--- config.mk ---
export PLATFORM = sky130hd
export DESIGN_NAME = record_table_with_sort_flat
export DESIGN_NICKNAME = d
export VERILOG_FILES = /design/src/rtl/rtws_pkg.sv /design/src/rtl/rtws_in_if.sv /design/src/rtl/rtws_out_if.sv /design/src/rtl/rtws_ram.sv /design/src/rtl/record_table_with_sort.sv /design/src/flat_wrapper.sv
export SDC_FILE = /design/constraint.sdc
export NUM_CORES = 1
export LEC_CHECK = 0
export ABC_CLOCK_PERIOD_IN_PS = 9600
export BUFFER_PORTS_ARGS = -buffer_cell sky130_fd_sc_hd__buf_2
export CAP_MARGIN = 20
export CORE_UTILIZATION = 64
export CTS_CLUSTER_DIAMETER = 200
export CTS_CLUSTER_SIZE = 10
export DETAILED_ROUTE_END_ITERATION = 10
export GPL_ROUTABILITY_DRIVEN = 0
export MAX_ROUTING_LAYER = met4
export PLACE_DENSITY = 0.79
export SETUP_SLACK_MARGIN = 0.5
export SLEW_MARGIN = 0
export SYNTH_ARGS = -nofsm -noshare
export SYNTH_HDL_FRONTEND = slang
export SYNTH_HIERARCHICAL = 1
export SYNTH_SLANG_ARGS = --single-unit
--- constraint.sdc ---
create_clock -name clk_i -period 9.6 [get_ports clk_i]
set_input_delay 0.96 -clock clk_i [delete_from_list [all_inputs] [get_ports clk_i]]
set_output_delay 0.96 -clock clk_i [all_outputs]
set_load 0.02 [all_outputs]
--- src/rtl/rtws_pkg.sv ---
// shared types and constants of the record table with sort
package rtws_pkg;

  // table geometry and field widths
  localparam int unsigned CAPACITY = 64;
  localparam int unsigned IDX_W    = $clog2(CAPACITY);
  localparam int unsigned CNT_W    = $clog2(CAPACITY + 1);
  localparam int unsigned ID_W     = 16;
  localparam int unsigned CAT_W    = 2;
  localparam int unsigned OP_W     = 3;
  localparam int unsigned ST_W     = 3;

  // category code that marks a missing category
  localparam logic [CAT_W-1:0] CAT_NONE = '0;

  // operation codes
  typedef enum logic [OP_W-1:0] {
    OP_APPEND    = 3'd0,
    OP_DELETE    = 3'd1,
    OP_MODIFY    = 3'd2,
    OP_FIND      = 3'd3,
    OP_SORT_ASC  = 3'd4,
    OP_SORT_DESC = 3'd5,
    OP_CLEAR     = 3'd6
  } op_e;

  // status codes
  typedef enum logic [ST_W-1:0] {
    ST_OK        = 3'd0,
    ST_NOT_FOUND = 3'd1,
    ST_FULL      = 3'd2,
    ST_EMPTY     = 3'd3,
    ST_BAD_CAT   = 3'd4
  } status_e;

  // controller states
  typedef enum logic [2:0] {
    S_IDLE,
    S_EXEC,
    S_SCAN,
    S_SHIFT,
    S_SORT,
    S_SWAP_A,
    S_SWAP_B,
    S_DONE
  } state_e;

  // one stored record
  typedef struct packed {
    logic [CAT_W-1:0] cat;
    logic [ID_W-1:0]  id;
  } rec_t;

endpackage

--- src/rtl/rtws_in_if.sv ---
// request channel: operation and operands
interface rtws_in_if;
  logic                           valid;
  logic                           ready;
  logic [rtws_pkg::OP_W-1:0]      op;
  logic [rtws_pkg::ID_W-1:0]      key_id;
  logic [rtws_pkg::ID_W-1:0]      new_id;
  logic [rtws_pkg::CAT_W-1:0]     new_category;

  modport source (output valid, op, key_id, new_id, new_category, input ready);
  modport sink   (input valid, op, key_id, new_id, new_category, output ready);
endinterface

--- src/rtl/rtws_out_if.sv ---
// response channel: status, matched record and table size
interface rtws_out_if;
  logic                           valid;
  logic                           ready;
  logic [rtws_pkg::ST_W-1:0]      status;
  logic [rtws_pkg::IDX_W-1:0]     match_index;
  logic [rtws_pkg::ID_W-1:0]      match_id;
  logic [rtws_pkg::CAT_W-1:0]     match_category;
  logic [rtws_pkg::CNT_W-1:0]     entry_total;

  modport source (output valid, status, match_index, match_id, match_category,
                  entry_total, input ready);
  modport sink   (input valid, status, match_index, match_id, match_category,
                  entry_total, output ready);
endinterface

--- src/rtl/rtws_ram.sv ---
// generic simple dual-port ram with registered read
module rtws_ram #(
  parameter int unsigned WIDTH = 8,
  parameter int unsigned DEPTH = 16
) (
  input  logic                     clk_i,
  input  logic                     we_i,
  input  logic [$clog2(DEPTH)-1:0] waddr_i,
  input  logic [WIDTH-1:0]         wdata_i,
  input  logic [$clog2(DEPTH)-1:0] raddr_i,
  output logic [WIDTH-1:0]         rdata_o
);

  logic [WIDTH-1:0] mem_q [DEPTH];

  // write port
  always_ff @(posedge clk_i) begin
    if (we_i) begin
      mem_q[waddr_i] <= wdata_i;
    end
  end

  // registered read port
  always_ff @(posedge clk_i) begin
    rdata_o <= mem_q[raddr_i];
  end

endmodule

--- src/rtl/record_table_with_sort.sv ---
// record table top level: controller around one record ram
// find, modify, delete and sort walk over the ram with one read issued per cycle;
//   append, clear and the empty-table errors finish without a walk
// throughput: one operation at a time, the next taken while a result waits
// reset: entry count cleared, record ram left unwritten (no clearing pass)
module record_table_with_sort (
  input  logic              clk_i,
  input  logic              rst_ni,
  rtws_in_if.sink           in_i,
  rtws_out_if.source        out_o
);

  localparam int unsigned IDX_W = rtws_pkg::IDX_W;
  localparam int unsigned CNT_W = rtws_pkg::CNT_W;
  localparam int unsigned ID_W  = rtws_pkg::ID_W;
  localparam int unsigned CAT_W = rtws_pkg::CAT_W;
  localparam int unsigned REC_W = $bits(rtws_pkg::rec_t);

  // control state
  rtws_pkg::state_e state_q, state_d;
  logic [CNT_W-1:0] count_q, count_d;
  logic             rd_vld_q, rd_vld_d;
  logic             out_vld_q, out_vld_d;

  // operands and working registers
  rtws_pkg::op_e    op_q, op_d;
  logic [ID_W-1:0]  key_q, key_d;
  logic [ID_W-1:0]  nid_q, nid_d;
  logic [CAT_W-1:0] ncat_q, ncat_d;
  logic [CNT_W-1:0] ptr_q, ptr_d;
  logic [IDX_W-1:0] rd_idx_q, rd_idx_d;
  logic [CNT_W-1:0] pass_q, pass_d;
  rtws_pkg::rec_t   best_q, best_d;
  logic [IDX_W-1:0] best_idx_q, best_idx_d;
  rtws_pkg::rec_t   head_q, head_d;

  // staged result
  rtws_pkg::status_e res_status_q, res_status_d;
  logic [IDX_W-1:0]  res_idx_q, res_idx_d;
  rtws_pkg::rec_t    res_rec_q, res_rec_d;

  // output register
  rtws_pkg::status_e out_status_q;
  logic [IDX_W-1:0]  out_idx_q;
  rtws_pkg::rec_t    out_rec_q;
  logic [CNT_W-1:0]  out_total_q;

  // ram ports
  logic             ram_we;
  logic [IDX_W-1:0] ram_waddr;
  rtws_pkg::rec_t   ram_wdata;
  logic [IDX_W-1:0] ram_raddr;
  logic [REC_W-1:0] ram_rdata_raw;
  rtws_pkg::rec_t   ram_rdata;

  // shared conditions
  logic accept;
  logic out_free;
  logic hit;
  logic issue_done;
  logic drain;
  logic take;
  logic last_pass;
  logic tbl_empty;
  logic tbl_full;
  logic swap_needed;

  rtws_ram #(
    .WIDTH (REC_W),
    .DEPTH (rtws_pkg::CAPACITY)
  ) u_ram (
    .clk_i   (clk_i),
    .we_i    (ram_we),
    .waddr_i (ram_waddr),
    .wdata_i (ram_wdata),
    .raddr_i (ram_raddr),
    .rdata_o (ram_rdata_raw)
  );

  assign ram_rdata = rtws_pkg::rec_t'(ram_rdata_raw);

  // handshake and walk conditions
  assign accept      = in_i.valid & in_i.ready;
  assign out_free    = ~out_vld_q | out_o.ready;
  assign hit         = rd_vld_q & (ram_rdata.id == key_q);
  assign issue_done  = (ptr_q == count_q);
  assign drain       = issue_done & ~rd_vld_q;
  assign take        = rd_vld_q & ((op_q == rtws_pkg::OP_SORT_DESC) ?
                                   (best_q.id < ram_rdata.id) :
                                   (best_q.id > ram_rdata.id));
  assign last_pass   = ((pass_q + CNT_W'(2)) >= count_q);
  assign tbl_empty   = (count_q == '0);
  assign tbl_full    = (count_q == CNT_W'(rtws_pkg::CAPACITY));
  assign swap_needed = (best_idx_q != pass_q[IDX_W-1:0]);

  // next state
  always_comb begin
    state_d = state_q;
    case (state_q)
      rtws_pkg::S_IDLE: begin
        if (accept) state_d = rtws_pkg::S_EXEC;
      end
      rtws_pkg::S_EXEC: begin
        case (op_q)
          rtws_pkg::OP_DELETE, rtws_pkg::OP_MODIFY, rtws_pkg::OP_FIND: begin
            state_d = tbl_empty ? rtws_pkg::S_DONE : rtws_pkg::S_SCAN;
          end
          rtws_pkg::OP_SORT_ASC, rtws_pkg::OP_SORT_DESC: begin
            state_d = (count_q <= CNT_W'(1)) ? rtws_pkg::S_DONE : rtws_pkg::S_SORT;
          end
          default: state_d = rtws_pkg::S_DONE;
        endcase
      end
      rtws_pkg::S_SCAN: begin
        if (hit) begin
          state_d = (op_q == rtws_pkg::OP_DELETE) ? rtws_pkg::S_SHIFT : rtws_pkg::S_DONE;
        end else if (drain) begin
          state_d = rtws_pkg::S_DONE;
        end
      end
      rtws_pkg::S_SHIFT: begin
        if (drain) state_d = rtws_pkg::S_DONE;
      end
      rtws_pkg::S_SORT: begin
        if (drain) begin
          if (swap_needed)    state_d = rtws_pkg::S_SWAP_A;
          else if (last_pass) state_d = rtws_pkg::S_DONE;
        end
      end
      rtws_pkg::S_SWAP_A: state_d = rtws_pkg::S_SWAP_B;
      rtws_pkg::S_SWAP_B: begin
        state_d = last_pass ? rtws_pkg::S_DONE : rtws_pkg::S_SORT;
      end
      rtws_pkg::S_DONE: begin
        if (out_free) state_d = rtws_pkg::S_IDLE;
      end
      default: state_d = rtws_pkg::S_IDLE;
    endcase
  end

  // datapath, ram control and result staging
  always_comb begin
    count_d      = count_q;
    rd_vld_d     = 1'b0;
    rd_idx_d     = rd_idx_q;
    op_d         = op_q;
    key_d        = key_q;
    nid_d        = nid_q;
    ncat_d       = ncat_q;
    ptr_d        = ptr_q;
    pass_d       = pass_q;
    best_d       = best_q;
    best_idx_d   = best_idx_q;
    head_d       = head_q;
    res_status_d = res_status_q;
    res_idx_d    = res_idx_q;
    res_rec_d    = res_rec_q;
    out_vld_d    = out_vld_q & ~out_o.ready;
    ram_we       = 1'b0;
    ram_waddr    = count_q[IDX_W-1:0];
    ram_wdata    = '{cat: ncat_q, id: nid_q};
    ram_raddr    = ptr_q[IDX_W-1:0];

    case (state_q)
      // latch the operands of a new transaction
      rtws_pkg::S_IDLE: begin
        if (accept) begin
          op_d   = rtws_pkg::op_e'(in_i.op);
          key_d  = in_i.key_id;
          nid_d  = in_i.new_id;
          ncat_d = in_i.new_category;
        end
      end
      // checks, and the operations that finish here: append, clear and unused codes
      rtws_pkg::S_EXEC: begin
        res_status_d = rtws_pkg::ST_OK;
        res_idx_d    = '0;
        res_rec_d    = '0;
        ptr_d        = '0;
        pass_d       = '0;
        case (op_q)
          rtws_pkg::OP_APPEND: begin
            if (ncat_q == rtws_pkg::CAT_NONE) begin
              res_status_d = rtws_pkg::ST_BAD_CAT;
            end else if (tbl_full) begin
              res_status_d = rtws_pkg::ST_FULL;
            end else begin
              ram_we    = 1'b1;
              res_idx_d = count_q[IDX_W-1:0];
              res_rec_d = '{cat: ncat_q, id: nid_q};
              count_d   = count_q + CNT_W'(1);
            end
          end
          rtws_pkg::OP_DELETE, rtws_pkg::OP_MODIFY, rtws_pkg::OP_FIND,
          rtws_pkg::OP_SORT_ASC, rtws_pkg::OP_SORT_DESC: begin
            if (tbl_empty) res_status_d = rtws_pkg::ST_EMPTY;
          end
          rtws_pkg::OP_CLEAR: begin
            count_d = '0;
          end
          default: ;
        endcase
      end
      // linear search, one read issued per cycle
      rtws_pkg::S_SCAN: begin
        if (hit) begin
          if (op_q == rtws_pkg::OP_MODIFY && ncat_q == rtws_pkg::CAT_NONE) begin
            res_status_d = rtws_pkg::ST_BAD_CAT;
          end else begin
            res_idx_d = rd_idx_q;
            res_rec_d = ram_rdata;
            if (op_q == rtws_pkg::OP_MODIFY) begin
              ram_we    = 1'b1;
              ram_waddr = rd_idx_q;
            end
          end
          ptr_d = CNT_W'(rd_idx_q) + CNT_W'(1);
        end else if (!issue_done) begin
          rd_vld_d = 1'b1;
          rd_idx_d = ptr_q[IDX_W-1:0];
          ptr_d    = ptr_q + CNT_W'(1);
        end else if (!rd_vld_q) begin
          res_status_d = rtws_pkg::ST_NOT_FOUND;
        end
      end
      // move later records down one place
      rtws_pkg::S_SHIFT: begin
        if (rd_vld_q) begin
          ram_we    = 1'b1;
          ram_waddr = rd_idx_q - IDX_W'(1);
          ram_wdata = ram_rdata;
        end
        if (!issue_done) begin
          rd_vld_d = 1'b1;
          rd_idx_d = ptr_q[IDX_W-1:0];
          ptr_d    = ptr_q + CNT_W'(1);
        end else if (!rd_vld_q) begin
          count_d = count_q - CNT_W'(1);
        end
      end
      // one selection pass over the unsorted tail
      rtws_pkg::S_SORT: begin
        if (rd_vld_q) begin
          if (rd_idx_q == pass_q[IDX_W-1:0]) begin
            best_d     = ram_rdata;
            best_idx_d = rd_idx_q;
            head_d     = ram_rdata;
          end else if (take) begin
            best_d     = ram_rdata;
            best_idx_d = rd_idx_q;
          end
        end
        if (!issue_done) begin
          rd_vld_d = 1'b1;
          rd_idx_d = ptr_q[IDX_W-1:0];
          ptr_d    = ptr_q + CNT_W'(1);
        end else if (!rd_vld_q && !swap_needed) begin
          pass_d = pass_q + CNT_W'(1);
          ptr_d  = pass_q + CNT_W'(1);
        end
      end
      // swap the chosen record into the head of the tail
      rtws_pkg::S_SWAP_A: begin
        ram_we    = 1'b1;
        ram_waddr = pass_q[IDX_W-1:0];
        ram_wdata = best_q;
      end
      rtws_pkg::S_SWAP_B: begin
        ram_we    = 1'b1;
        ram_waddr = best_idx_q;
        ram_wdata = head_q;
        pass_d    = pass_q + CNT_W'(1);
        ptr_d     = pass_q + CNT_W'(1);
      end
      // hand the result to the output register
      rtws_pkg::S_DONE: begin
        if (out_free) out_vld_d = 1'b1;
      end
      default: ;
    endcase
  end

  // control registers
  always_ff @(posedge clk_i or negedge rst_ni) begin
    if (!rst_ni) begin
      state_q   <= rtws_pkg::S_IDLE;
      count_q   <= '0;
      rd_vld_q  <= 1'b0;
      out_vld_q <= 1'b0;
    end else begin
      state_q   <= state_d;
      count_q   <= count_d;
      rd_vld_q  <= rd_vld_d;
      out_vld_q <= out_vld_d;
    end
  end

  // payload registers
  always_ff @(posedge clk_i) begin
    op_q         <= op_d;
    key_q        <= key_d;
    nid_q        <= nid_d;
    ncat_q       <= ncat_d;
    ptr_q        <= ptr_d;
    rd_idx_q     <= rd_idx_d;
    pass_q       <= pass_d;
    best_q       <= best_d;
    best_idx_q   <= best_idx_d;
    head_q       <= head_d;
    res_status_q <= res_status_d;
    res_idx_q    <= res_idx_d;
    res_rec_q    <= res_rec_d;
    if (state_q == rtws_pkg::S_DONE && out_free) begin
      out_status_q <= res_status_q;
      out_idx_q    <= res_idx_q;
      out_rec_q    <= res_rec_q;
      out_total_q  <= count_q;
    end
  end

  // channel outputs
  assign in_i.ready           = (state_q == rtws_pkg::S_IDLE);
  assign out_o.valid          = out_vld_q;
  assign out_o.status         = out_status_q;
  assign out_o.match_index    = out_idx_q;
  assign out_o.match_id       = out_rec_q.id;
  assign out_o.match_category = out_rec_q.cat;
  assign out_o.entry_total    = out_total_q;

endmodule

--- src/flat_wrapper.sv ---
// flat-port wrapper written by rule: the top's interface ports become plain ports
module record_table_with_sort_flat 
  (clk_i, rst_ni, in_i_valid, in_i_op, in_i_key_id, in_i_new_id, in_i_new_category, in_i_ready, out_o_valid, out_o_status, out_o_match_index, out_o_match_id, out_o_match_category, out_o_entry_total, out_o_ready);
  rtws_in_if in_i_i ();
  rtws_out_if out_o_i ();
  input  logic clk_i;
  input  logic rst_ni;
  input wire logic [$bits(in_i_i.valid)-1:0] in_i_valid;
  input wire logic [$bits(in_i_i.op)-1:0] in_i_op;
  input wire logic [$bits(in_i_i.key_id)-1:0] in_i_key_id;
  input wire logic [$bits(in_i_i.new_id)-1:0] in_i_new_id;
  input wire logic [$bits(in_i_i.new_category)-1:0] in_i_new_category;
  output wire logic [$bits(in_i_i.ready)-1:0] in_i_ready;
  output wire logic [$bits(out_o_i.valid)-1:0] out_o_valid;
  output wire logic [$bits(out_o_i.status)-1:0] out_o_status;
  output wire logic [$bits(out_o_i.match_index)-1:0] out_o_match_index;
  output wire logic [$bits(out_o_i.match_id)-1:0] out_o_match_id;
  output wire logic [$bits(out_o_i.match_category)-1:0] out_o_match_category;
  output wire logic [$bits(out_o_i.entry_total)-1:0] out_o_entry_total;
  input wire logic [$bits(out_o_i.ready)-1:0] out_o_ready;
  assign in_i_i.valid = in_i_valid;
  assign in_i_i.op = in_i_op;
  assign in_i_i.key_id = in_i_key_id;
  assign in_i_i.new_id = in_i_new_id;
  assign in_i_i.new_category = in_i_new_category;
  assign in_i_ready = in_i_i.ready;
  assign out_o_valid = out_o_i.valid;
  assign out_o_status = out_o_i.status;
  assign out_o_match_index = out_o_i.match_index;
  assign out_o_match_id = out_o_i.match_id;
  assign out_o_match_category = out_o_i.match_category;
  assign out_o_entry_total = out_o_i.entry_total;
  assign out_o_i.ready = out_o_ready;
  record_table_with_sort u_core (.clk_i(clk_i), .rst_ni(rst_ni), .in_i(in_i_i), .out_o(out_o_i));
endmodule
======== After elaboration in Yosys (flattened, before gate mapping) ========
Memory sizes are Yosys's and may differ from the RTL's. A register that Yosys moved wholly into a read port is not among the register bits.
Index checks and enable logic that the tools add are counted.
storage, ports and cells
  output and inout port bits .............. 36
  RAM bits ................................ 1152
  register bits after elaboration ......... 172
  word-level logic and storage cells ...... 189
  memories kept ........................... 1
  input bits .............................. 41
memories
  name                words  bits a word  read ports  clocked after Yosys merged registers in  write ports  line            RTL
  u_core.u_ram.mem_q  64     18           1           1                                        1            rtws_ram.sv:14  logic [WIDTH-1:0] mem_q [DEPTH];
cells by class
  add/subtract/negate cells ............... 7
  mux-type cells .......................... 77
  bitwise logic cells ..................... 9
  reduce and logical (&&, ||, !) cells .... 30
  equal/unequal tests ..................... 36
  $lt $le $gt $ge ......................... 4
operators with widths
  cell                                                                      number
  18-bit two-way mux                                                        8
  6-bit two-way mux                                                         13
  7-bit two-way mux                                                         9
  18-bit one-hot mux with 3 select lines                                    1
  3-bit two-way mux                                                         14
  18-bit one-hot mux with 2 select lines                                    1
  7-bit one-hot mux with 5 select lines                                     1
  7-bit one-hot mux with 2 select lines                                     2
  3-bit one-hot mux with 8 select lines                                     1
  6-bit one-hot mux with 2 select lines                                     2
  6-bit one-hot mux with 4 select lines                                     1
  7-bit by 1-bit adder with 7-bit output (second input constant)            3
  3-bit equality test (second input constant)                               7
  7-bit one-hot mux with 3 select lines                                     1
  3-bit inequality test (second input constant)                             6
  3-bit one-hot mux with 2 select lines                                     3
  16-bit equality test                                                      1
  16-bit > comparator                                                       1
  16-bit < comparator                                                       1
  1-bit two-way mux                                                         14
  3-bit by 2-bit equality test with 1-bit output (second input constant)    4
  2-bit by 1-bit inequality test with 1-bit output (second input constant)  6
  3-bit AND reduction                                                       4
  2-bit two-way mux                                                         4
  32 further kinds                                                          55

======== Logic depth before layout (Yosys ltp) ========
  depth in word-level cells ............... 7
  gate-level depth with buffers ........... 14
  gate-level depth less buffers ........... 11

======== By module ========
The synthesis kept the hierarchy.
modules (own cells, without submodules)
  module                  area an instance (um^2)  seq. area each (um^2)  cells each  times used
  rtws_ram                44958.1                  34953.5                2069        1
  record_table_with_sort  8739.6                   5104.9                 751         1

======== Worst setup path before layout ========
OpenSTA, ideal clock, no wires.
  path type ............................... register to register
  start point ............................. register u_core.state_q[2]
  end point ............................... register u_core.best_idx_q[0] (enable)
  cell stages (with the launch flop) ...... 8
  setup time .............................. 0.410 ns
  setup slack ............................. 5.456 ns
  period minus slack after synthesis ...... 4.144 ns
  buffers on the path ..................... 2
  data arrival time ....................... 3.734 ns
  data required time ...................... 9.190 ns
  cell sequence ........................... dfrtp_1 -> clkbuf_1 -> nand2b_1 -> clkbuf_1 -> nor2_1 -> nand2_1 -> nor4_1 -> o21bai_1
between the ends
  cells in the longest elaborated chain, start to end .. 2
RTL lines
  item                           line                           RTL
  start, declared                record_table_with_sort.sv:20   rtws_pkg::state_e state_q, state_d;
  start signal, assigned         record_table_with_sort.sv:286  state_q <= rtws_pkg::S_IDLE;
  start signal, assigned         record_table_with_sort.sv:291  state_q <= state_d;
  3-bit equality test            record_table_with_sort.sv:164  case (state_q)
  3-bit AND reduction (no line)  --
  end signal, assigned           record_table_with_sort.sv:308  best_idx_q <= best_idx_d;
  end, declared                  record_table_with_sort.sv:34   logic [IDX_W-1:0] best_idx_q, best_idx_d;
Every way passes these cells.
A chain may end at the register's enable or synchronous reset.

======== Final worst setup path ========
  start point ............................. register u_core.state_q[1]
  end point ............................... memory u_core/u_ram/mem_q[9][16] in the netlist's numbering (enable)
between the ends
  elaborated cells on any way between the ends .. 10
  those cells by class .................... eq/ne: 5; mux: 4; reduce/logical: 1
RTL lines
  item                                                                                          line                           RTL
  3-bit equality test / 3-bit by 2-bit equality test with 1-bit output (equally long branches)  record_table_with_sort.sv:164
  6-bit one-hot mux with 4 select lines (*)                                                     record_table_with_sort.sv:164
  via u_core.ram_waddr[3]                                                                       record_table_with_sort.sv:50   logic [IDX_W-1:0] ram_waddr;
  end, declared                                                                                 rtws_ram.sv:14
Mark *: on every way through the listed nets, which the timed path passes. The rest lies on a longest branch.

==> results by group <==
Floorplanning
  – Starting density of the core: 0.6508
  – Horiz. Die Dim: 291.7 µm
  – Floorplan row count: 105
  – Y dimension of the die: 291.7 µm
  – Count of pins on the block boundary: 77
  – Floorplan core area: 82500 µm²
  – Die area: 85070 µm²

Detailed routing
  – Count of routing violations after the opening detailed-route iteration: 4811
  – Via total after detailed routing: 29470
  – Antenna viol nets, final: 0
  – WL per Instance: 32.40 µm
  – Number of optimization iterations in the first detailed-route pass: 9
  – Detail-routed via count per cell: 7.155
  – Count of unresolved DRC violations after routing: 0
  – Routed wire length: 133500 µm

Critical path
  – Gate family responsible for the most delay along the worst path: simple AND/OR/NAND/NOR gates
  – Critical Path Fanout Max: 22
  – Slowest cell on the critical path: sky130_fd_sc_hd__a2bb2oi_1
  – Critical path capture point type: register
  – Delay contributed by the slowest stage of the critical path: 840 ps
  – Buf+Inv Stages, Crit Path: 2
  – Cell-by-cell listing of the critical path: inv_2 > nor3_2 > o21ai_0 > a2bb2oi_1 > or3b_2 > nor2_1 > buf_4
  – Data required time at the worst endpoint: 10010 ps
  – Startpoint class of the critical path: register
  – Crit Path Class: reg2reg
  – Crit path DAT: 5140 ps

Place
  – Number of placed instances, taps included: 3911
  – Placement-stage worst setup slack: 5123 ps
  – Port Buffer Count: 76
  – Dpl hpwl: 75390 µm
  – Dpl cell area: 55420 µm²

Clock network
  – Maximum buffer depth of the clock tree: 3
  – Num CTS Buffers: 152
  – Count of hold buffers inserted by post-cts repair: 0
  – Post-CTS resize count: 0
  – Clock slew at the register clock pins of the worst setup and hold paths: 60 ps
  – Maximum level of the CTS H-tree: 4
  – Source-to-sink clock delay at the later pin of the worst-skew pair: 760 ps
  – Number of clock sinks seen by CTS: 1342
  – Buffers inserted by post-CTS timing repair: 0
  – Clock root buffer: sky130_fd_sc_hd__clkbuf_16
  – Clock tree from TritonCTS: yes

STA
  – Share of the clock period used by the worst path: 0.4928
  – Max-slew violation count: 0
  – Worst rel slew slack: 0.2966
  – F_max: 0.2114 GHz
  – Unrepaired setup endpoints after global routing: false
  – Number of hold-slack violations in the final timing report: 0
  – Accumulated negative setup slack: 0 ps
  – Final setup violation count: 0
  – Final worst path period need: 4731 ps
  – Setup WS post-layout: 4869 ps
  – Worst clock skew: 32.51 ps
  – Min Hold Slack: 97.75 ps
  – Worst Max-Slew Pin Slew: 1050 ps

Global route
  – Maximum number of pins on one net before global-route repair: 113
  – Overall global routing resource usage: 0.3281
  – Total gr overflow: 0
  – First-pass GRT wire length: 194400 µm
  – Vias in the first global route: 29000
  – Number of antenna violations at the first check in global routing: 4

Synth
  – Portion of netlist area occupied by mux cells: 0.1250
  – Number of flops mapped to enable cells by yosys: 1312
  – #FFs+latches synth: 1342
  – Distinct cell type count after synthesis: 72
  – Simple-gate portion of the synthesized area: 0.03942
  – Combinational family with the most area after synthesis: multiplexers
  – Seq/Total Area, Yosys: 0.7460
  – Post-synthesis xor/xnor area fraction: 0.01028
  – Yosys warns: 6
  – Most frequently used flop master after synthesis: sky130_fd_sc_hd__edfxtp_1
  – Adder-cell share of the synthesized area: 0.007456
  – Synthesized instance count: 2820
  – Cell area after synthesis: 53700 µm²
  – Share of flip-flops with an asynchronous set or reset after synthesis: 0.008942
  – Syn Area/Cell: 19.04 µm²
  – Syn_nets: 2893
  – Compound-Gate Fraction of Synth Area: 0.05101

Final layout
  – Area Growth Syn to Fin: 11.04%
  – Nets@finish: 3069
  – Post-route cell area: 59630 µm²
  – Filler-free cell count of the finished design: 4119
  – Post-Route Utilization: 0.7227
  – Layout cells sized above 1: 0.2150

Min path
  – Hold crit path type: in2async

Power
  – IR drop worst, VDD: 0.0002079 V
  – Post-layout power: 20.46 mW
  – Leakage dissipation: 19.36 nW
  – Pwr dens: 343.1 nW/µm²

Run status
  – Run status: finished clean

Run
  – Max Cap Violations: 0
[final cells by class]
class                      instances  area [µm²]
antenna                            3       7.507
multi-input combinational       1275       12650
clock inverter                    15       212.7
inverter                          33       123.9
sequential                      1342       40060
timing repair buffer             192        1274
tap                             1070        1339
fill                            4598       22880
clock buffer                     189        3964
[registers in the layout (all words and copies together) (netlist names), 7 cells and up]
signal	count
u_core/u_ram/rdata_o	18
u_core/nid_q	16
u_core/u_ram/mem_q	1152
u_core/key_q	16
u_core/count_q	7
u_core/pass_q	7
u_core/best_q	18
u_core/res_rec_q	18
u_core/out_o.entry_total	7
u_core/out_o.match_id	16
u_core/ptr_q	7
u_core/head_q	18
[cells by family after synthesis]
| group | after synthesis |
|---|---|
| buffers and inverters | 203 |
| XOR/XNOR | 63 |
| multiplexers | 381 |
| AND/OR/NAND/NOR | 433 |
| flip-flops | 1342 |
| adder cells (fa/ha/maj) | 32 |
| AO/OA/AOI/OAI | 366 |
[cell usage after synthesis, types with 20 or more instances]
cell                       instances  area share
sky130_fd_sc_hd__a211oi_1         25      0.0035
sky130_fd_sc_hd__a21oi_1          61      0.0057
sky130_fd_sc_hd__a221oi_1         26      0.0042
sky130_fd_sc_hd__a221oi_2         20      0.0056
sky130_fd_sc_hd__a22oi_1          81       0.011
sky130_fd_sc_hd__buf_2            32      0.0030
sky130_fd_sc_hd__buf_4            24      0.0034
sky130_fd_sc_hd__clkbuf_1         84      0.0059
sky130_fd_sc_hd__edfxtp_1       1312        0.73
sky130_fd_sc_hd__ha_1             32      0.0075
sky130_fd_sc_hd__inv_1            31      0.0022
sky130_fd_sc_hd__mux2i_1         139       0.026
sky130_fd_sc_hd__mux4_2          228       0.096
sky130_fd_sc_hd__nand2_1         106      0.0074
sky130_fd_sc_hd__nand3_1          45      0.0042
sky130_fd_sc_hd__nand4_1          26      0.0030
sky130_fd_sc_hd__nor2_1          136      0.0095
sky130_fd_sc_hd__nor2b_1          28      0.0033
sky130_fd_sc_hd__o21ai_0          36      0.0034
sky130_fd_sc_hd__o22ai_1          21      0.0024
sky130_fd_sc_hd__xnor2_1          37      0.0060
sky130_fd_sc_hd__xor2_1           26      0.0042
[worst reg2reg max path, cell delays in order (launching register included)]
cell,delay [ps]
sky130_fd_sc_hd__dfrtp_1,810
sky130_fd_sc_hd__inv_2,200
sky130_fd_sc_hd__nor3_2,830
sky130_fd_sc_hd__o21ai_0,320
sky130_fd_sc_hd__a2bb2oi_1,840
sky130_fd_sc_hd__or3b_2,650
sky130_fd_sc_hd__nor2_1,360
sky130_fd_sc_hd__buf_4,360
[cell usage in the layout (no fill, tap or decap), drive strengths merged, types with 11 or more instances in the layout]
master and n:
mux4 230, a221oi 47, buf 192, dfxtp 18, nor2b 28, ha 32, o22ai 21, o21ai 41
nand3 46, a22oi 81, clkbuf 189, a22o 11, dfrtp 12, nand2 106, and3 18, a21oi 61
a222oi 13, xor2 26, edfxtp 1312, a211oi 25, o221ai 18, inv 42, nand2b 16, xnor2 37
nor2 136, mux2i 139, nand4 26, a31oi 17, mux2 12
[path summary, 6_finish.rpt]
| check | startpoint | endpoint | slack [ps] | cells after the start |
|---|---|---|---|---|
| worst min register to register | u_core/res_rec_q[14] | u_core/out_o.match_id[14] | 420 | 0 |
| worst max-delay path | u_core/state_q[1] | u_core/u_ram/mem_q[9][16] | 4870 | 7 |
| max in group asynchronous | rst_ni | u_core/count_q[5] | 9270 | 1 |
| worst max register to register | u_core/state_q[1] | u_core/u_ram/mem_q[9][16] | 4870 | 7 |
| worst min-delay path | rst_ni | u_core/count_q[1] | 100 | 1 |
| min in group clk_i | in_i_new_id[9] | u_core/nid_q[9] | 390 | 1 |
[power breakdown]
group          leakage (nW)  total [mW]  internal (mW)  switching (mW)
clock network          2.03        5.06           2.88            2.18
registers              12.2        8.54           8.11           0.426
logic                  5.16        6.86           2.12            4.74
[per-layer routing]
metal  routed length, µm  track usage
met1               47410       0.4393
met2               63190       0.4964
met3               16570      0.07025
met4                6292       0.1374
met5                   0            -
Power figures use the tool's default switching activity.
